--- src/wbep_pkg.sv ---
package wbep_pkg;

    localparam int MAX_ENTRIES = 4096;
    localparam int OFFSET_BITS = 48;
    localparam int LEN_W       = 48;
    localparam int IDX_W       = 12;
    localparam int CNT_W       = $clog2(MAX_ENTRIES + 1);
    localparam int HDR_BYTES   = 64;

    localparam logic [31:0] ENTRY_MAGIC = 32'hdeadbeef;

    // byte positions inside an entry header
    localparam logic [5:0] K_MAGIC_LAST = 6'd3;
    localparam logic [5:0] K_LEN_FIRST  = 6'd8;
    localparam logic [5:0] K_OFF_FIRST  = 6'd16;
    localparam logic [5:0] K_OFF_LAST   = 6'd23;
    localparam logic [5:0] K_HDR_LAST   = 6'd63;

    // byte positions inside the file header
    localparam logic [LEN_W-1:0] F_COUNT_LAST = LEN_W'(3);
    localparam logic [LEN_W-1:0] F_HDR_LAST   = LEN_W'(HDR_BYTES - 1);

    typedef enum logic [3:0] {
        PH_FILE = 4'b0001,
        PH_HDR  = 4'b0010,
        PH_DATA = 4'b0100,
        PH_DONE = 4'b1000
    } phase_t;

    typedef enum logic [1:0] {
        KIND_SLOT   = 2'd0,
        KIND_ACCEPT = 2'd1,
        KIND_REJECT = 2'd2
    } kind_t;

    localparam logic [2:0] ERR_TOO_SMALL   = 3'd0;
    localparam logic [2:0] ERR_BAD_COUNT   = 3'd1;
    localparam logic [2:0] ERR_HDR_PAST    = 3'd2;
    localparam logic [2:0] ERR_BAD_MAGIC   = 3'd3;
    localparam logic [2:0] ERR_BAD_OFFSET  = 3'd4;
    localparam logic [2:0] ERR_DATA_PAST   = 3'd5;
    localparam logic [2:0] ERR_NOT_TILED   = 3'd6;

    typedef struct packed {
        kind_t            kind;
        logic [IDX_W-1:0] entry_index;
        logic [LEN_W-1:0] slot_offset;
        logic [LEN_W-1:0] slot_length;
        logic [2:0]       error_code;
    } result_t;

endpackage

--- src/wbep_parser_core.sv ---
module wbep_parser_core
    import wbep_pkg::*;
(
    input  logic             aclk,
    input  logic             aresetn,
    input  logic             byte_accept,
    input  logic [7:0]       byte_in,
    input  logic             cfg_write,
    input  logic [LEN_W-1:0] cfg_length,
    output logic             res_valid,
    output result_t          res
);

    logic [LEN_W-1:0] blob_reg;
    logic [LEN_W-1:0] pos_reg,      pos_next;
    phase_t           phase_reg,    phase_next;
    logic [LEN_W-1:0] expect_reg,   expect_next;
    logic [LEN_W-1:0] room_reg,     room_next;
    logic [5:0]       k_reg,        k_next;
    logic [CNT_W-1:0] seen_reg,     seen_next;
    logic [CNT_W-1:0] expected_reg, expected_next;
    logic [31:0]      magic_reg,    magic_next;
    logic [63:0]      len_reg,      len_next;
    logic [63:0]      off_reg,      off_next;
    logic [LEN_W-1:0] rem_reg,      rem_next;

    logic             emit;
    result_t          res_c;
    logic             do_end;
    logic [LEN_W:0]   pos_inc;
    logic [LEN_W:0]   pos_hdr_end;
    logic [CNT_W-1:0] seen_inc;

    assign pos_inc     = {1'b0, pos_reg} + (LEN_W+1)'(1);
    // start of the next entry header plus its size
    assign pos_hdr_end = {1'b0, pos_reg} + (LEN_W+1)'(HDR_BYTES + 1);
    assign seen_inc    = seen_reg + CNT_W'(1);

    always_comb begin
        pos_next      = pos_reg;
        phase_next    = phase_reg;
        expect_next   = expect_reg;
        room_next     = room_reg;
        k_next        = k_reg;
        seen_next     = seen_reg;
        expected_next = expected_reg;
        magic_next    = magic_reg;
        len_next      = len_reg;
        off_next      = off_reg;
        rem_next      = rem_reg;
        emit          = 1'b0;
        do_end        = 1'b0;
        res_c         = '0;

        case (phase_reg)
            PH_FILE: begin
                pos_next = pos_reg + LEN_W'(1);
                if (pos_reg == '0 && blob_reg < LEN_W'(HDR_BYTES)) begin
                    emit             = 1'b1;
                    res_c.kind       = KIND_REJECT;
                    res_c.error_code = ERR_TOO_SMALL;
                    phase_next       = PH_DONE;
                end else begin
                    if (pos_reg < LEN_W'(4)) begin
                        magic_next[{pos_reg[1:0], 3'b000} +: 8] = byte_in;
                    end
                    if (pos_reg == F_COUNT_LAST) begin
                        if (magic_next == '0 || magic_next > 32'(MAX_ENTRIES)) begin
                            emit             = 1'b1;
                            res_c.kind       = KIND_REJECT;
                            res_c.error_code = ERR_BAD_COUNT;
                            phase_next       = PH_DONE;
                        end else begin
                            expected_next = magic_next[CNT_W-1:0];
                        end
                    end
                    if (pos_reg == F_HDR_LAST) begin
                        // first entry header must fit
                        if ({1'b0, expect_reg} > {1'b0, blob_reg}) begin
                            emit              = 1'b1;
                            res_c.kind        = KIND_REJECT;
                            res_c.entry_index = seen_reg[IDX_W-1:0];
                            res_c.error_code  = ERR_HDR_PAST;
                            phase_next        = PH_DONE;
                        end else begin
                            phase_next = PH_HDR;
                            magic_next = '0;
                            len_next   = '0;
                            off_next   = '0;
                            k_next     = '0;
                        end
                    end
                end
            end

            PH_HDR: begin
                pos_next = pos_reg + LEN_W'(1);
                k_next   = k_reg + 6'd1;
                if (k_reg == '0) begin
                    room_next = blob_reg - expect_reg;
                end
                if (k_reg <= K_MAGIC_LAST) begin
                    magic_next[{k_reg[1:0], 3'b000} +: 8] = byte_in;
                    if (k_reg == K_MAGIC_LAST && magic_next != ENTRY_MAGIC) begin
                        emit              = 1'b1;
                        res_c.kind        = KIND_REJECT;
                        res_c.entry_index = seen_reg[IDX_W-1:0];
                        res_c.error_code  = ERR_BAD_MAGIC;
                        phase_next        = PH_DONE;
                    end
                end else if (k_reg >= K_LEN_FIRST && k_reg < K_OFF_FIRST) begin
                    len_next[{k_reg[2:0], 3'b000} +: 8] = byte_in;
                end else if (k_reg >= K_OFF_FIRST && k_reg <= K_OFF_LAST) begin
                    off_next[{k_reg[2:0], 3'b000} +: 8] = byte_in;
                    if (k_reg == K_OFF_LAST) begin
                        if (off_next != 64'(expect_reg)) begin
                            emit              = 1'b1;
                            res_c.kind        = KIND_REJECT;
                            res_c.entry_index = seen_reg[IDX_W-1:0];
                            res_c.error_code  = ERR_BAD_OFFSET;
                            phase_next        = PH_DONE;
                        end else if ((len_reg >> OFFSET_BITS) != '0 ||
                                     len_reg[LEN_W-1:0] > room_reg) begin
                            emit              = 1'b1;
                            res_c.kind        = KIND_REJECT;
                            res_c.entry_index = seen_reg[IDX_W-1:0];
                            res_c.error_code  = ERR_DATA_PAST;
                            phase_next        = PH_DONE;
                        end else begin
                            rem_next          = len_reg[LEN_W-1:0];
                            emit              = 1'b1;
                            res_c.kind        = KIND_SLOT;
                            res_c.entry_index = seen_reg[IDX_W-1:0];
                            res_c.slot_offset = expect_reg;
                            res_c.slot_length = len_reg[LEN_W-1:0];
                        end
                    end
                end
                if (k_reg == K_HDR_LAST) begin
                    if (rem_reg == '0) begin
                        do_end = 1'b1;
                    end else begin
                        phase_next = PH_DATA;
                    end
                end
            end

            PH_DATA: begin
                pos_next = pos_reg + LEN_W'(1);
                if (rem_reg != '0) begin
                    rem_next = rem_reg - LEN_W'(1);
                end
                if (rem_next == '0) begin
                    do_end = 1'b1;
                end
            end

            default: begin
            end
        endcase

        if (do_end) begin
            seen_next = seen_inc;
            if (seen_inc >= expected_reg) begin
                emit       = 1'b1;
                phase_next = PH_DONE;
                if (pos_inc == {1'b0, blob_reg}) begin
                    res_c.kind = KIND_ACCEPT;
                end else begin
                    res_c.kind       = KIND_REJECT;
                    res_c.error_code = ERR_NOT_TILED;
                end
            end else if (pos_hdr_end > {1'b0, blob_reg}) begin
                emit              = 1'b1;
                res_c.kind        = KIND_REJECT;
                res_c.entry_index = seen_inc[IDX_W-1:0];
                res_c.error_code  = ERR_HDR_PAST;
                phase_next        = PH_DONE;
            end else begin
                phase_next  = PH_HDR;
                expect_next = pos_hdr_end[LEN_W-1:0];
                magic_next  = '0;
                len_next    = '0;
                off_next    = '0;
                k_next      = '0;
            end
        end
    end

    assign res_valid = byte_accept && emit;
    assign res       = res_c;

    always_ff @(posedge aclk) begin
        if (!aresetn) begin
            blob_reg     <= LEN_W'(1);
            pos_reg      <= '0;
            phase_reg    <= PH_FILE;
            expect_reg   <= LEN_W'(2 * HDR_BYTES);
            k_reg        <= '0;
            seen_reg     <= '0;
            expected_reg <= '0;
            magic_reg    <= '0;
            len_reg      <= '0;
            off_reg      <= '0;
            rem_reg      <= '0;
        end else if (cfg_write) begin
            // new length restarts the parse
            blob_reg     <= cfg_length;
            pos_reg      <= '0;
            phase_reg    <= PH_FILE;
            expect_reg   <= LEN_W'(2 * HDR_BYTES);
            k_reg        <= '0;
            seen_reg     <= '0;
            expected_reg <= '0;
            magic_reg    <= '0;
            len_reg      <= '0;
            off_reg      <= '0;
            rem_reg      <= '0;
        end else if (byte_accept) begin
            pos_reg      <= pos_next;
            phase_reg    <= phase_next;
            expect_reg   <= expect_next;
            k_reg        <= k_next;
            seen_reg     <= seen_next;
            expected_reg <= expected_next;
            magic_reg    <= magic_next;
            len_reg      <= len_next;
            off_reg      <= off_next;
            rem_reg      <= rem_next;
        end
    end

    // data room of the current entry, refreshed at its first header byte
    always_ff @(posedge aclk) begin
        if (byte_accept) begin
            room_reg <= room_next;
        end
    end

endmodule

--- src/wbep_out_queue.sv ---
module wbep_out_queue
    import wbep_pkg::*;
(
    input  logic    aclk,
    input  logic    aresetn,
    input  logic    push,
    input  result_t push_data,
    output logic    not_full,
    output logic    out_valid,
    input  logic    out_ready,
    output result_t out_data
);

    logic [1:0] count_reg, count_next;
    result_t    head_reg;
    result_t    tail_reg;
    logic       pop;

    assign pop       = out_valid && out_ready;
    assign out_valid = count_reg != 2'd0;
    assign not_full  = count_reg != 2'd2;
    assign out_data  = head_reg;

    always_comb begin
        count_next = count_reg;
        if (push && !pop) begin
            count_next = count_reg + 2'd1;
        end else if (!push && pop) begin
            count_next = count_reg - 2'd1;
        end
    end

    always_ff @(posedge aclk) begin
        if (!aresetn) begin
            count_reg <= 2'd0;
        end else begin
            count_reg <= count_next;
        end
    end

    always_ff @(posedge aclk) begin
        if (pop) begin
            head_reg <= (count_reg == 2'd2) ? tail_reg : push_data;
        end else if (count_reg == 2'd0) begin
            head_reg <= push_data;
        end
        // second word only fills behind a stalled head
        if (push && !pop && count_reg == 2'd1) begin
            tail_reg <= push_data;
        end
    end

endmodule

--- src/weight_blob_entry_parser.sv ---
// Weight blob entry parser. Streams a weight blob in one byte per word on the
// s_ side and checks its file header, entry headers and data tiling against
// blob_length, written beforehand on the cfg_ port (a write also restarts the
// parse). Each good entry yields a slot word on the m_ side, and the run ends
// with one accept or one reject word; bytes after that are taken and dropped.
// A byte is taken every cycle while s_tready is high; its result, if any, is
// registered in the cycle it is accepted and shows on m_ behind any earlier words. A
// two-word output buffer keeps input flowing while a result waits; s_tready
// drops only while both buffer words are held by a stalled m_ side.
module weight_blob_entry_parser
    import wbep_pkg::*;
(
    input  logic         aclk,
    input  logic         aresetn,
    input  logic         cfg_valid,
    output logic         cfg_ready,
    input  logic [47:0]  cfg_data,    // blob_length
    input  logic         s_tvalid,
    output logic         s_tready,
    input  logic [7:0]   s_tdata,     // [7:0] data_byte
    output logic         m_tvalid,
    input  logic         m_tready,
    output logic [111:0] m_tdata,     // entry_index, slot_offset, slot_length, error_code
    output logic [1:0]   m_tuser      // result_kind
);

    logic    byte_accept;
    logic    res_valid;
    result_t res;
    result_t head;
    logic    not_full;

    assign cfg_ready   = 1'b1;
    assign s_tready    = not_full;
    assign byte_accept = s_tvalid && s_tready;

    wbep_parser_core u_core (
        .aclk        (aclk),
        .aresetn     (aresetn),
        .byte_accept (byte_accept),
        .byte_in     (s_tdata),
        .cfg_write   (cfg_valid && cfg_ready),
        .cfg_length  (cfg_data),
        .res_valid   (res_valid),
        .res         (res)
    );

    wbep_out_queue u_queue (
        .aclk      (aclk),
        .aresetn   (aresetn),
        .push      (res_valid),
        .push_data (res),
        .not_full  (not_full),
        .out_valid (m_tvalid),
        .out_ready (m_tready),
        .out_data  (head)
    );

    assign m_tdata = {1'b0, head.error_code, head.slot_length, head.slot_offset,
                      head.entry_index};
    assign m_tuser = head.kind;

endmodule

--- config.mk ---
export PLATFORM = sky130hd
export DESIGN_NAME = weight_blob_entry_parser
export DESIGN_NICKNAME = d
export VERILOG_FILES = /design/src/wbep_pkg.sv /design/src/wbep_parser_core.sv /design/src/wbep_out_queue.sv /design/src/weight_blob_entry_parser.sv
export SDC_FILE = /design/constraint.sdc
export NUM_CORES = 2
export LEC_CHECK = 0
export CELL_PAD_IN_SITES_DETAIL_PLACEMENT = 2
export CELL_PAD_IN_SITES_GLOBAL_PLACEMENT = 2
export CORE_ASPECT_RATIO = 2
export CORE_MARGIN = 1.5
export CORE_UTILIZATION = 37
export CTS_BUF_LIST = sky130_fd_sc_hd__clkbuf_8 sky130_fd_sc_hd__clkbuf_16
export DETAILED_ROUTE_END_ITERATION = 16
export DONT_BUFFER_PORTS = 1
export PLACE_DENSITY_LB_ADDON = 0.1
export RECOVER_POWER = 50
export SLEW_MARGIN = 15
export SYNTH_ARGS = -nofsm -noshare
export SYNTH_HDL_FRONTEND = slang
export SYNTH_HIERARCHICAL = 1
export SYNTH_SLANG_ARGS = --single-unit
--- constraint.sdc ---
create_clock -name aclk -period 7.5 [get_ports aclk]
set_input_delay 1.875 -clock aclk [delete_from_list [all_inputs] [get_ports aclk]]
set_output_delay 1.875 -clock aclk [all_outputs]
set_load 0.01 [all_outputs]
# After elaboration in Yosys (flattened, before gate mapping)
# Cells that the tools add are included.
# word_totals
regBits,664
inputBits,61
word_cells,246
# classes
n_reduce_logical,36
add_sub_neg,12
shifts,6
bitwise,5
n_eq_ne,22
mux,130
order_cmp,12
# op_table
operator,count
2-to-1 mux 64 bit,17
2-to-1 mux 113 bit,6
2-to-1 mux 48 bit,8
2-to-1 mux 96 bit,4
2-to-1 mux 32 bit,10
one-hot mux 64 bit (2 select lines),2
logical NOT 48 bit,3
bitwise mux 64 bit,2
2-to-1 mux 14 bit,8
greater-than comparator 48 bit,2
one-hot mux 48 bit (2 select lines),1
2-to-1 mux 4 bit,17
bitwise mux 32 bit,2
!= test 64 x 48 -> 1 bit,1
one-hot mux 32 bit (2 select lines),1
nonzero test 64 bit,1
"variable shift 8 x 7 -> 32 bit, first input constant",2
"variable shift 8 x 8 -> 64 bit, first input constant",1
indexed part select 8 x 7 -> 32 bit,2
indexed part select 8 x 8 -> 64 bit,1
"adder 48 x 1 -> 49 bit, second input constant",1
"adder 48 x 7 -> 49 bit, second input constant",1
equality test 49 x 48 -> 1 bit,1
greater-than comparator 49 x 48 -> 1 bit,1
other kinds (59),128

# Longest topological paths before layout
# logic_depth
depth_word,22
ltp_mapped,26
depth_no_buf,25

# Hierarchy
# Netlist, hierarchy kept.
# by_module_without_submodules
mod,n_inst,area_per_inst_um2,cells_per_inst,seq_area_each_um2
wbep_parser_core,1,30429.2,3818,9208.8
wbep_out_queue,1,8672.1,377,6826.5
weight_blob_entry_parser,1,28.8,5,0.0

# Worst setup path after synthesis
# OpenSTA, ideal clock, no wires.
# synth_path
kind,register -> register
start,register u_core.pos_reg[0]
end,register u_queue/tail_reg[0] (netlist name) (enable)
arrival_time_ns,7.590
path_stages_with_launch,25
synth_period_minus_slack_ns,8.075
setup_slack_ns,-0.575
setup_ns,0.485
path_cell_list,dfxtp_1 -> clkbuf_1 -> nand4_1 -> nor2_1 -> nor2_1 -> nor2_1 -> nand3_1 -> or2_2 -> nor4_1 -> nand2_1 -> xnor2_1 -> ha_1 -> nand4_1 -> nor4_1 -> nand4_1 -> a211oi_1 -> a211o_1 -> a221oi_1 -> o21ai_0 -> nor2_1 -> nor2_1 -> nor3_1 -> nor2_1 -> ha_1 -> and2_1
# synth_between
elab_cells_between_ends,29
cone_classes,add/sub (2); order compare (3); eq/ne (2); shift (2); mux (13); reduce/logical (7)
# synth_lines
item,line_no,source
from (decl),wbep_parser_core.sv:15,"logic [LEN_W-1:0] pos_reg, pos_next;"
from (signal assigned),wbep_parser_core.sv:220,pos_reg <= pos_next;
adder 48 x 7 -> 49 bit,wbep_parser_core.sv:36,"assign pos_hdr_end = {1'b0, pos_reg} + (LEN_W+1)'(HDR_BYTES + 1);"
net u_core.pos_hdr_end[35],wbep_parser_core.sv:31,logic [LEN_W:0] pos_hdr_end;
greater-than comparator 49 x 48 -> 1 bit,wbep_parser_core.sv:173,"end else if (pos_hdr_end > {1'b0, blob_reg}) begin"
2-to-1 mux 1 bit,wbep_parser_core.sv:173,
2-to-1 mux 1 bit,wbep_parser_core.sv:164,if (seen_inc >= expected_reg) begin
2-to-1 mux 1 bit,wbep_parser_core.sv:162,if (do_end) begin
logical AND 1 bit,wbep_parser_core.sv:190,assign res_valid = byte_accept && emit;
net res_valid,weight_blob_entry_parser.sv:28,logic res_valid;
logical AND 1 bit (2 in series),wbep_out_queue.sv:48,if (push && !pop && count_reg == 2'd1) begin
to (signal assigned),wbep_out_queue.sv:49,tail_reg <= push_data;
to (decl),wbep_out_queue.sv:16,result_t tail_reg;
# The timed path passes the listed nets, and every way through them passes these cells. The select of a mux whose other input is x is not followed.
# A chain may end at the register's enable or synchronous reset.

# Final worst setup path
# layout_path
start,register u_core.k_reg[2]
end,register u_core.rem_reg[12]
# layout_between
elab_chain_len,6
elab_cells_between_ends,19
cone_classes,add/sub (1); order compare (5); eq/ne (7); shift (2); mux (1); reduce/logical (3)
# layout_lines
item,line_no,source
from (decl),wbep_parser_core.sv:19,"logic [5:0] k_reg, k_next;"
from (signal assigned),wbep_parser_core.sv:223,k_reg <= k_next;
negation 6 -> 8 bit,wbep_parser_core.sv:114,"off_next[{k_reg[2:0], 3'b000} +: 8] = byte_in;"
indexed part select 8 x 8 -> 64 bit or variable shift 8 x 8 -> 64 bit (tied branches),wbep_parser_core.sv:114,
bitwise mux 64 bit,wbep_parser_core.sv:114,
!= test 64 x 48 -> 1 bit,wbep_parser_core.sv:116,if (off_next != 64'(expect_reg)) begin
!= test 2 bit (no line),-,
AND reduction 8 bit (no line) *,-,
to (signal assigned),wbep_parser_core.sv:229,rem_reg <= rem_next;
to (decl),wbep_parser_core.sv:25,"logic [LEN_W-1:0] rem_reg, rem_next;"
# Every way passes the cells marked *; elsewhere a longest branch is shown, timed or not.

==> flow_summary.yaml <==
status:
  status: "finished with violations"
  failed_checks: "max-capacitance violations, max-slew violations"
critical_path:
  crit_path_top_delay_cell: "nor4_1"
  cp.required_ns: 8.01
  worstPathMaxFanout: 95
  critPathCaptureType: "flop"
  cp_num_buf_inv: 3
  cp-startpoint: "u_core/k_reg[2]"
  r2r_start: "u_core/k_reg[2]"
  cpPeakStageDelay_ns: 0.99
  cp.arrival_ns: 7.79
  path_delay_family: "simple AND/OR/NAND/NOR gates"
  path_class: "reg -> reg"
  start_kind: "flop"
  crit_top_cell: "nor2_1"
  path_cells: "inv_1 -> ha_1 -> nor4bb_1 -> clkbuf_1 -> mux2i_1 -> nor2_1 -> or4b_2 -> nor4_1 -> nand4_1 -> nor3_1 -> o211ai_1 -> buf_4 -> a21o_1 -> a21oi_1 -> nor2_1"
floorplan:
  ios: 178
  die-height_um: 463
  die_w_um: 233
  rows: 168
  initial_utilization_pct: 37.3
  core_area_um2: 105000
  die_area_um2: 108000
synthesis:
  synth.avg_cell_area_um2: 9.32
  synth-adder-area-share_pct: 5.74
  synth_top_area_share_pct: 21.0
  synth_compound_area_share_pct: 16.7
  yosys.area_share.simple_pct: 19.3
  synth_enable_flop_cells: 274
  synth_top_family_by_area: "simple AND/OR/NAND/NOR gates"
  yosysSeqAreaShare_pct: 41.0
  synthMuxAreaShare_pct: 6.73
  synth_xor_area_share_pct: 5.55
  synth_cell_type_count: 94
  yosys_warnings: 6
  synth.area.top_cells: "edfxtp_1 (21%), dfxtp_1 (20%), ha_1 (5.7%)"
  synth_top_cell_by_area: "edfxtp_1"
  async_flop_share_pct: 0
  netlist_instances: 4200
  netlist_area_um2: 39100
  yosys_register_bits: 664
  synth_top_flop_cell: "dfxtp_1"
  synth_nets: 4440
timing:
  max_slew_margin_pct: -194
  max_freq_mhz: 137
  fin_tns_setup_ns: 0
  post-route-period-util_pct: 97.1
  min_period_ns: 7.28
  drv_slew: 148
  tightest_slew_ns: 4.42
  grt_setup_unrepaired: "no"
  fin_hold_ws_ns: 0.464
  finalSetupViolCount: 0
  hold_viol_final: 0
  fin_worst_skew_ns: 0.0438
cts:
  cts_tree: "yes"
  path_clk_slew_ns: 0.07
  cts_sinks: 664
  h-tree-depth: 3
  post_cts_buffers: 0
  cts-root-buf: "clkbuf_16"
  worstSkewPairLatency_ns: 0.70
  cts_buffers: 69
  cts_buffer_depth: 3
layout:
  synthToLayoutAreaGrowth_pct: 10.4
  layout_common_cells: "dfxtp_1 (390), nand2_1 (344), nor2_1 (277)"
  final_common_cell: "dfxtp_1"
  final_util_pct: 41.2
  final_nets: 4375
  drive_gt1_share_pct: 10.1
route:
  drt-total-wl_mm: 183
  drt_iter0_markers: 1731
  detail-route-antenna-nets: 0
  dr_total_vias: 34297
  dr.pass1.iters: 6
  drcViolationCount: 0
  wl_per_cell_um: 33.0
  viasPerCell: 6.17
global_routing:
  track_usage_pct: 33.7
  grt_overflow_total: 0
  grt_pass1_wl_mm: 262
  grt_max_degree: 99
  grt_pass1_vias: 37279
  antenna_found_initial: 6
power_and_ir_drop:
  ir_drop_v: 0.000166
  leakage_nw: 17.4
  power_density_nw_per_um2: 192
worst_hold_path:
  min_from: "u_core/off_reg[63]"
  min-delay-path-class: "reg -> reg"
placement:
  gp_congestion: 0.961
  dpl.hpwl_mm: 140
  port_buffers: 0
run:
  drv_cap: 4
Yosys cell counts (all sizes together) (65+ instances only):
cell and instances:
a21oi 265, mux2i 104, and3 136, nor3 116, nor4 93, nor2 282
nor2b 74, inv 217, clkbuf 235, nand3 114, ha 178, edfxtp 274
mux2 118, nand4 71, xnor2 126, dfxtp 390, nand2 345, a21o 65
xor2 122, a22o 80, o21ai 145
kinds of logic after synthesis:
| family | count (synthesis) |
|---|---|
| simple gates | 1448 |
| compound gates | 948 |
| flops | 664 |
| buf+inv | 489 |
| xor+xnor | 248 |
| mux | 222 |
| fa+ha+maj | 179 |
| other cells | 2 |
layout make-up:
cell class | count | area, um^2
fillers | 11439 | 61700
multi-input cells | 3047 | 21300
flip-flops and latches | 664 | 16000
clock buffers | 80 | 1890
well taps | 1360 | 1700
repair buffers | 136 | 1050
inverters | 217 | 815
clock inverters | 48 | 439
diodes | 4 | 10.0
worst paths after layout:
path | end | slack, ns | depth (start not counted)
worst max register to register | u_core/rem_reg[12] | 0.22 | 15
worst min register to register | u_core/off_reg[63] | 0.46 | 1
worst min-delay path | u_core/off_reg[63] | 0.46 | 1
worst max-delay path | u_core/rem_reg[12] | 0.22 | 15
per-stage QoR:
step | instances | power [mW] | setup slack, ns | area [um^2]
floorplan | 4200 | 4.48 | 0.669 | 39100
CTS | 5552 | 8.40 | 0.507 | 43200
global route | 5555 | 8.56 | 0.0342 | 43200
detailed placement | 5424 | 4.73 | 0.521 | 40900
finish | 5556 | 8.30 | 0.220 | 43200
global placement | 5424 | 4.72 | 0.644 | 40900
routing by layer:
| layer | track usage, % | vias up | wire length, um | part of all wire, % |
|---|---|---|---|---|
| li1 | - | 15294 | - | - |
| met1 | 31.7 | 17617 | 61400 | 33 |
| met2 | 61.5 | 881 | 95500 | 52 |
| met3 | 4.21 | 505 | 5790 | 3.2 |
| met4 | 32.3 | 0 | 20600 | 11 |
| met5 | 0 | - | 0 | 0 |
power breakdown:
group | internal [mW] | leakage, nW | total [mW] | switching [mW]
Sequential | 3.88 | 6.24 | 4.01 | 0.133
Combinational | 0.222 | 9.96 | 0.645 | 0.423
Clock | 1.97 | 1.19 | 3.64 | 1.67
Total | 6.07 | 17.4 | 8.30 | 2.23
timing repair:
item	4_1_cts	5_1_grt
endpoints found under the setup margin	0	75
resized for setup	0	1
hold buffers	0	0
No activity file was read; power rests on OpenSTA's default activity.
